File: config.mk
export PLATFORM = sky130hd
export DESIGN_NAME = mwm_cell
export DESIGN_NICKNAME = d
export VERILOG_FILES = /design/src/hw/rtl/mwm_pkg.sv /design/src/hw/rtl/mwm_cell.sv
export SDC_FILE = /design/constraint.sdc
export NUM_CORES = 1
export LEC_CHECK = 0
export ABC_AREA = 0
export BUFFER_PORTS_ARGS = -buffer_cell sky130_fd_sc_hd__clkbuf_2
export CAP_MARGIN = 15
export CELL_PAD_IN_SITES_DETAIL_PLACEMENT = 0
export CELL_PAD_IN_SITES_GLOBAL_PLACEMENT = 2
export CORE_UTILIZATION = 22
export DETAILED_ROUTE_END_ITERATION = 10
export GPL_TIMING_DRIVEN = 0
export PLACE_DENSITY_LB_ADDON = 0.3
export SYNTH_ARGS = -nofsm -noshare
export SYNTH_HDL_FRONTEND = slang
export SYNTH_SLANG_ARGS = --single-unit
File: constraint.sdc
create_clock -name clk -period 0.8 [get_ports clk]
set_input_delay 0.04 -clock clk [delete_from_list [all_inputs] [get_ports clk]]
set_output_delay 0.04 -clock clk [all_outputs]
set_load 0.01 [all_outputs]
File: src/hw/rtl/mwm_pkg.sv
// Shared constants, types and helper functions for the membrane wave mesh.
`default_nettype none
package mwm_pkg;

  localparam int GRID_MAX   = 16;
  localparam int GRID_BITS  = 4;
  localparam int CELL_BITS  = 2 * GRID_BITS;
  localparam int CELLS      = GRID_MAX * GRID_MAX;
  localparam int MESH_W     = 24;
  localparam int PIPE_DEPTH = 4;
  localparam int DRAIN_BITS = 2;

  localparam logic signed [MESH_W-1:0] MESH_MAX = 24'sh7FFFFF;
  localparam logic signed [MESH_W-1:0] MESH_MIN = 24'sh800000;
  localparam logic signed [21:0]       ONE_Q20  = 22'sh100000;

  localparam logic [14:0] C2_LIMIT   = 15'd32702;
  localparam logic [4:0]  GRID_RESET = 5'd10;
  localparam logic [4:0]  GRID_LOW   = 5'd3;
  localparam logic [4:0]  GRID_HIGH  = 5'd16;
  localparam logic [23:0] DAMP_RESET = 24'd16768827;
  localparam logic [3:0]  PICK_RESET = 4'd4;
  localparam logic [15:0] VOL_RESET  = 16'd32768;
  localparam logic [11:0] BUMP_LEN   = 12'd34;

  typedef enum logic [2:0] {
    REG_GRID, REG_SHAPE, REG_EDGE, REG_DAMP, REG_PCOL, REG_PROW, REG_VOL
  } cfg_reg_t;

  typedef enum logic [2:0] {
    ST_IDLE, ST_SWEEP, ST_DRAIN, ST_MUL, ST_EMIT
  } state_t;

  typedef struct packed {
    logic signed [MESH_W-1:0] c;
    logic signed [MESH_W-1:0] b;
    logic signed [MESH_W-1:0] left;
    logic signed [MESH_W-1:0] right;
    logic signed [MESH_W-1:0] up;
    logic signed [MESH_W-1:0] down;
  } taps_t;

  typedef struct packed {
    logic [4:0]  grid;
    logic        circle;
    logic        free;
    logic [23:0] damping;
    logic [14:0] c2;
  } prm_t;

  typedef struct packed {
    logic                     vld;
    logic [CELL_BITS-1:0]     idx;
    logic signed [MESH_W-1:0] val;
  } res_t;

  function automatic logic inside_cell(input logic signed [5:0] x, input logic signed [5:0] y,
                                       input logic [4:0] g, input logic circ);
    logic signed [15:0] gs;
    logic signed [15:0] xs;
    logic signed [15:0] ys;
    logic signed [15:0] dx;
    logic signed [15:0] dy;
    logic               in_grid;
    gs = $signed({11'd0, g});
    xs = $signed({{10{x[5]}}, x});
    ys = $signed({{10{y[5]}}, y});
    dx = (xs <<< 1) - gs + 16'sd1;
    dy = (ys <<< 1) - gs + 16'sd1;
    in_grid = (xs >= 16'sd0) && (ys >= 16'sd0) && (xs < gs) && (ys < gs);
    return in_grid && (!circ || (dx * dx + dy * dy <= gs * gs));
  endfunction

  // exp(-d/2.88) in Q1.16 by squared distance
  function automatic logic [16:0] bump_lut(input logic [5:0] d);
    logic [16:0] t;
    case (d)
      6'd0:  t = 17'd65536;
      6'd1:  t = 17'd46311;
      6'd2:  t = 17'd32726;
      6'd3:  t = 17'd23125;
      6'd4:  t = 17'd16341;
      6'd5:  t = 17'd11548;
      6'd6:  t = 17'd8160;
      6'd7:  t = 17'd5766;
      6'd8:  t = 17'd4075;
      6'd9:  t = 17'd2879;
      6'd10: t = 17'd2035;
      6'd11: t = 17'd1438;
      6'd12: t = 17'd1016;
      6'd13: t = 17'd718;
      6'd14: t = 17'd507;
      6'd15: t = 17'd359;
      6'd16: t = 17'd253;
      6'd17: t = 17'd179;
      6'd18: t = 17'd127;
      6'd19: t = 17'd89;
      6'd20: t = 17'd63;
      6'd21: t = 17'd45;
      6'd22: t = 17'd32;
      6'd23: t = 17'd22;
      6'd24: t = 17'd16;
      6'd25: t = 17'd11;
      6'd26: t = 17'd8;
      6'd27: t = 17'd6;
      6'd28: t = 17'd4;
      6'd29: t = 17'd3;
      6'd30: t = 17'd2;
      6'd31: t = 17'd1;
      6'd32: t = 17'd1;
      6'd33: t = 17'd1;
      default: t = 17'd0;
    endcase
    return t;
  endfunction

endpackage
`default_nettype wire

File: src/hw/rtl/mwm_cell.sv
// One mesh cell of the circulating ring: current and previous value.
`default_nettype none
module mwm_cell (
  input  logic                              clk,
  input  logic                              rst,
  input  logic                              clr,
  input  logic                              en,
  input  logic signed [mwm_pkg::MESH_W-1:0] now_d,
  input  logic signed [mwm_pkg::MESH_W-1:0] bef_d,
  output logic signed [mwm_pkg::MESH_W-1:0] now_q,
  output logic signed [mwm_pkg::MESH_W-1:0] bef_q
);

  always_ff @(posedge clk) begin
    if (rst || clr) begin
      now_q <= '0;
      bef_q <= '0;
    end else if (en) begin
      now_q <= now_d;
      bef_q <= bef_d;
    end
  end

endmodule
`default_nettype wire

Yosys cells after proc, flatten, opt, wreduce, memory -nomap -nowiden:

Cells that the tools add are included.

* reduce and logical (&&, ||, !) cells: 1

Operators by type and width (count)
* $logic_or A1 B1 Y1: 1

* input port bits: 52
* output and inout bits: 48
* register bits after elaboration: 48
* logic and storage cells: 3

Longest topological paths before layout:

* depth after elaboration: 1
* mapped depth: 5
* gate-level depth less buffers: 2

Worst setup path after synthesis:

OpenSTA, ideal clock, no wires.

* path kind: in2reg
* start: input en
* end: register now_q[10] (netlist bit)
* path buffers: 3
* setup time: 0.114 ns
* stages: 5
* data required time: 0.686 ns
* slack: 0.087 ns
* arrival time: 0.598 ns
* path through: buf_6 > buf_12 > buf_12 > mux2i_1 > nor2_1

RTL lines
* from (decl): line mwm_cell.sv:7 `input logic en,`
* to (signal assigned): line mwm_cell.sv:19 `now_q <= now_d;`
* to (decl): line mwm_cell.sv:10 `output logic signed [mwm_pkg::MESH_W-1:0] now_q,`

Worst setup path after layout:

* start: register now_q[0] (netlist bit)
* end: output now_q[0] (netlist bit)

No word-level cell between the ends.

==> impl_metrics.tcl <==
set metrics [dict create \
    cp.depth 1 \
    hold_ws_ns 0.154 \
    syn-num-nets 208 \
    ys.warnings.count 0 \
    layoutNonFillerInstCount 413 \
    fin_util_pct 43.1 \
    syn2layout_area_growth_pct 89.7 \
    rows 32 \
    clk_latency_ns 0.29 \
    maxCapViolations 0 \
    nFillCells 747 \
    coreArea_um2 7730 \
    period_share_pct 98.0 \
    grt_pass1_wl_um 7200 \
    drt_iter0_markers 39 \
    die-area_um2 8340 \
    synth_top_area_share_pct 54.7 \
    ir_worst_vdd_mv 1.05 \
    antenna_found_initial 0 \
    crit_family "flip-flops" \
    cp.arrival_ns 0.74 \
    yosysSeqAreaShare_pct 54.7 \
    clock-sinks 48 \
    reg2regPathDepth 3 \
    tightestPinTransition_ns 0.450 \
    drt_pass1_iterations 4 \
    htreeDepth 2 \
    port_buffers 98 \
    die_w_um 91.3 \
    setup_viol 0 \
    avgRoutedWirePerCell_um 11.1 \
    numCtsBuffers 5 \
    final-hold-violation-count 0 \
    initial_utilization_pct 22.7 \
    dp_slack_ns -0.110 \
    synth_cell_types 8 \
    final_nets 362 \
    crit_fanout 2 \
    final_common_cell "buf_6" \
    clk_pin_slew_worst_paths_ns 0.09 \
    clock_path_buffers 2 \
    maxSlewViolCount 0 \
    grt_usage_pct 10.9 \
    drive_above_1_share_pct 52.4 \
    syn_area_um2 1760 \
    cts_tree "built" \
    timing.setup.tns_ns 0 \
    ys_seq_elements 48 \
    r2r-start "bef_q[6]$_SDFFE_PP0P_" \
    start_kind "flop" \
    leakagePower_nw 1.58 \
    end_kind "primary output" \
    grt_max_degree 15 \
    syn_avg_cell_area_um2 11.3 \
    grt_pass1_vias 1606 \
    final_antenna_net_count 0 \
    relSlewSlack_pct 70.0 \
    p_per_area_nw_per_um2 1530 \
    fmax_mhz 1280 \
    dp_cells 356 \
    finalCriticalPeriod_ns 0.784 \
    viasPerCell 3.88 \
    crit_slowest_cell "dfxtp_2" \
    drt-total-wl_um 4570 \
    crit_path_max_incr_delay_ns 0.34 \
    path_cells "buf_6" \
    die_y_um 91.3 \
    finalWorstSetupSlack_ns 0.0164 \
    drc_errors 0 \
    endpoint "now_q[0]" \
    vias 1601 \
    place_hpwl_um 2940 \
    antennaDiodeCount 0 \
    cp.required_ns 0.76 \
    final_cell_mix "buf_6 (52), clkbuf_2 (50)" \
    ioPinCount 100 \
    status "completed" \
    rsz0062_at_grt "yes" \
    fin_skew_ns 0 \
    synth_area_leaders "dfxtp_1 (55%), mux2i_1 (27%), nor2_1 (10%)" \
    syn_inst 156 \
    cts-root-buf "clkbuf_8" \
    crit-reg2reg-capture "bef_q[6]$_SDFFE_PP0P_" \
    r2r_slack_ns 0.04 \
    hold_path.class "input port to flop" \
    gp_congestion 0.628 \
    crit_path_start "now_q[0]$_SDFFE_PP0P_" \
    worstSetupPathType "flop to primary output" \
    cp_num_buf_inv 1 \
    synth_top_area_cell "dfxtp_1" \
    grt_overflow_total 0 \
]
[cell families after synthesis]
kind of cell | count (synthesis) | synth area share (%)
AND/OR/NAND/NOR | 49 | 10.6
multiplexers | 48 | 27.4
flip-flops | 48 | 54.7
buffers and inverters | 11 | 7.27
[registers in the layout, summed over array words and instances, names as in the netlist]
register / flops
bef_q: 24
now_q: 24
[cell type report]
type                            instances  area (um^2)  area share [%]
Clock inverter                          2         35.0            1.05
Tap cell                              102          128            3.83
Buffer                                 11          128            3.83
Sequential cell                        48         1020            30.7
Multi-Input combinational cell         97          667            20.0
Clock buffer                            6         72.6            2.18
Timing Repair Buffer                  147         1280            38.4
[metal layers]
metal	vias to the layer above	global-route usage (%)	part of all wire, %
met2	78	18.2	46
met4	0	3.97	1.5
met5	-	0	0
met3	7	3.85	6.8
met1	695	12.9	45
li1	821	-	-
[worst min path at each step]
stage               startpoint                endpoint  slack (ns)  cells after the start
detailed placement   bef_d[14]  bef_q[14]$_SDFFE_PP0P_        0.28                      3
CTS                         en   bef_q[3]$_SDFFE_PP0P_        0.15                      4
floorplan             bef_d[0]   bef_q[0]$_SDFFE_PP0P_        0.19                      2
finish                      en   bef_q[3]$_SDFFE_PP0P_        0.15                      4
global placement      bef_d[7]   bef_q[7]$_SDFFE_PP0P_        0.27                      3
global route                en  now_q[23]$_SDFFE_PP0P_        0.16                      4
[through the flow]
step | instance area (um^2) | power, W
3_5_place_dp | 2370 | 0.00315
6_report | 3330 | 0.00511
4_1_cts | 3020 | 0.00512
3_3_place_gp | 2370 | 0.00315
2_1_floorplan | 1760 | 0.00290
5_1_grt | 3330 | 0.00540
[power breakdown]
part / switching [W] / leakage, nW / total (W) / internal, W
registers: 0.0000537 / 0.413 / 0.00254 / 0.00248
logic: 0.000307 / 1.12 / 0.000860 / 0.000553
clock network: 0.000786 / 0.0552 / 0.00171 / 0.000929
[synthesized netlist by cell type]
master    number
buf_12         3
buf_4          2
buf_6          4
clkbuf_1       2
dfxtp_1       48
mux2i_1       48
nor2_1        48
or2_1          1
[timing repair]
item                                    4_1_cts  5_1_grt
endpoints found under the setup margin       48       48
pin swaps                                     0        0
buffers inserted                              0        1
gates resized for setup                      48       96
hold endpoints to repair                     48        0
hold buffers                                 48        0
(Power assumes the default switching activity.)
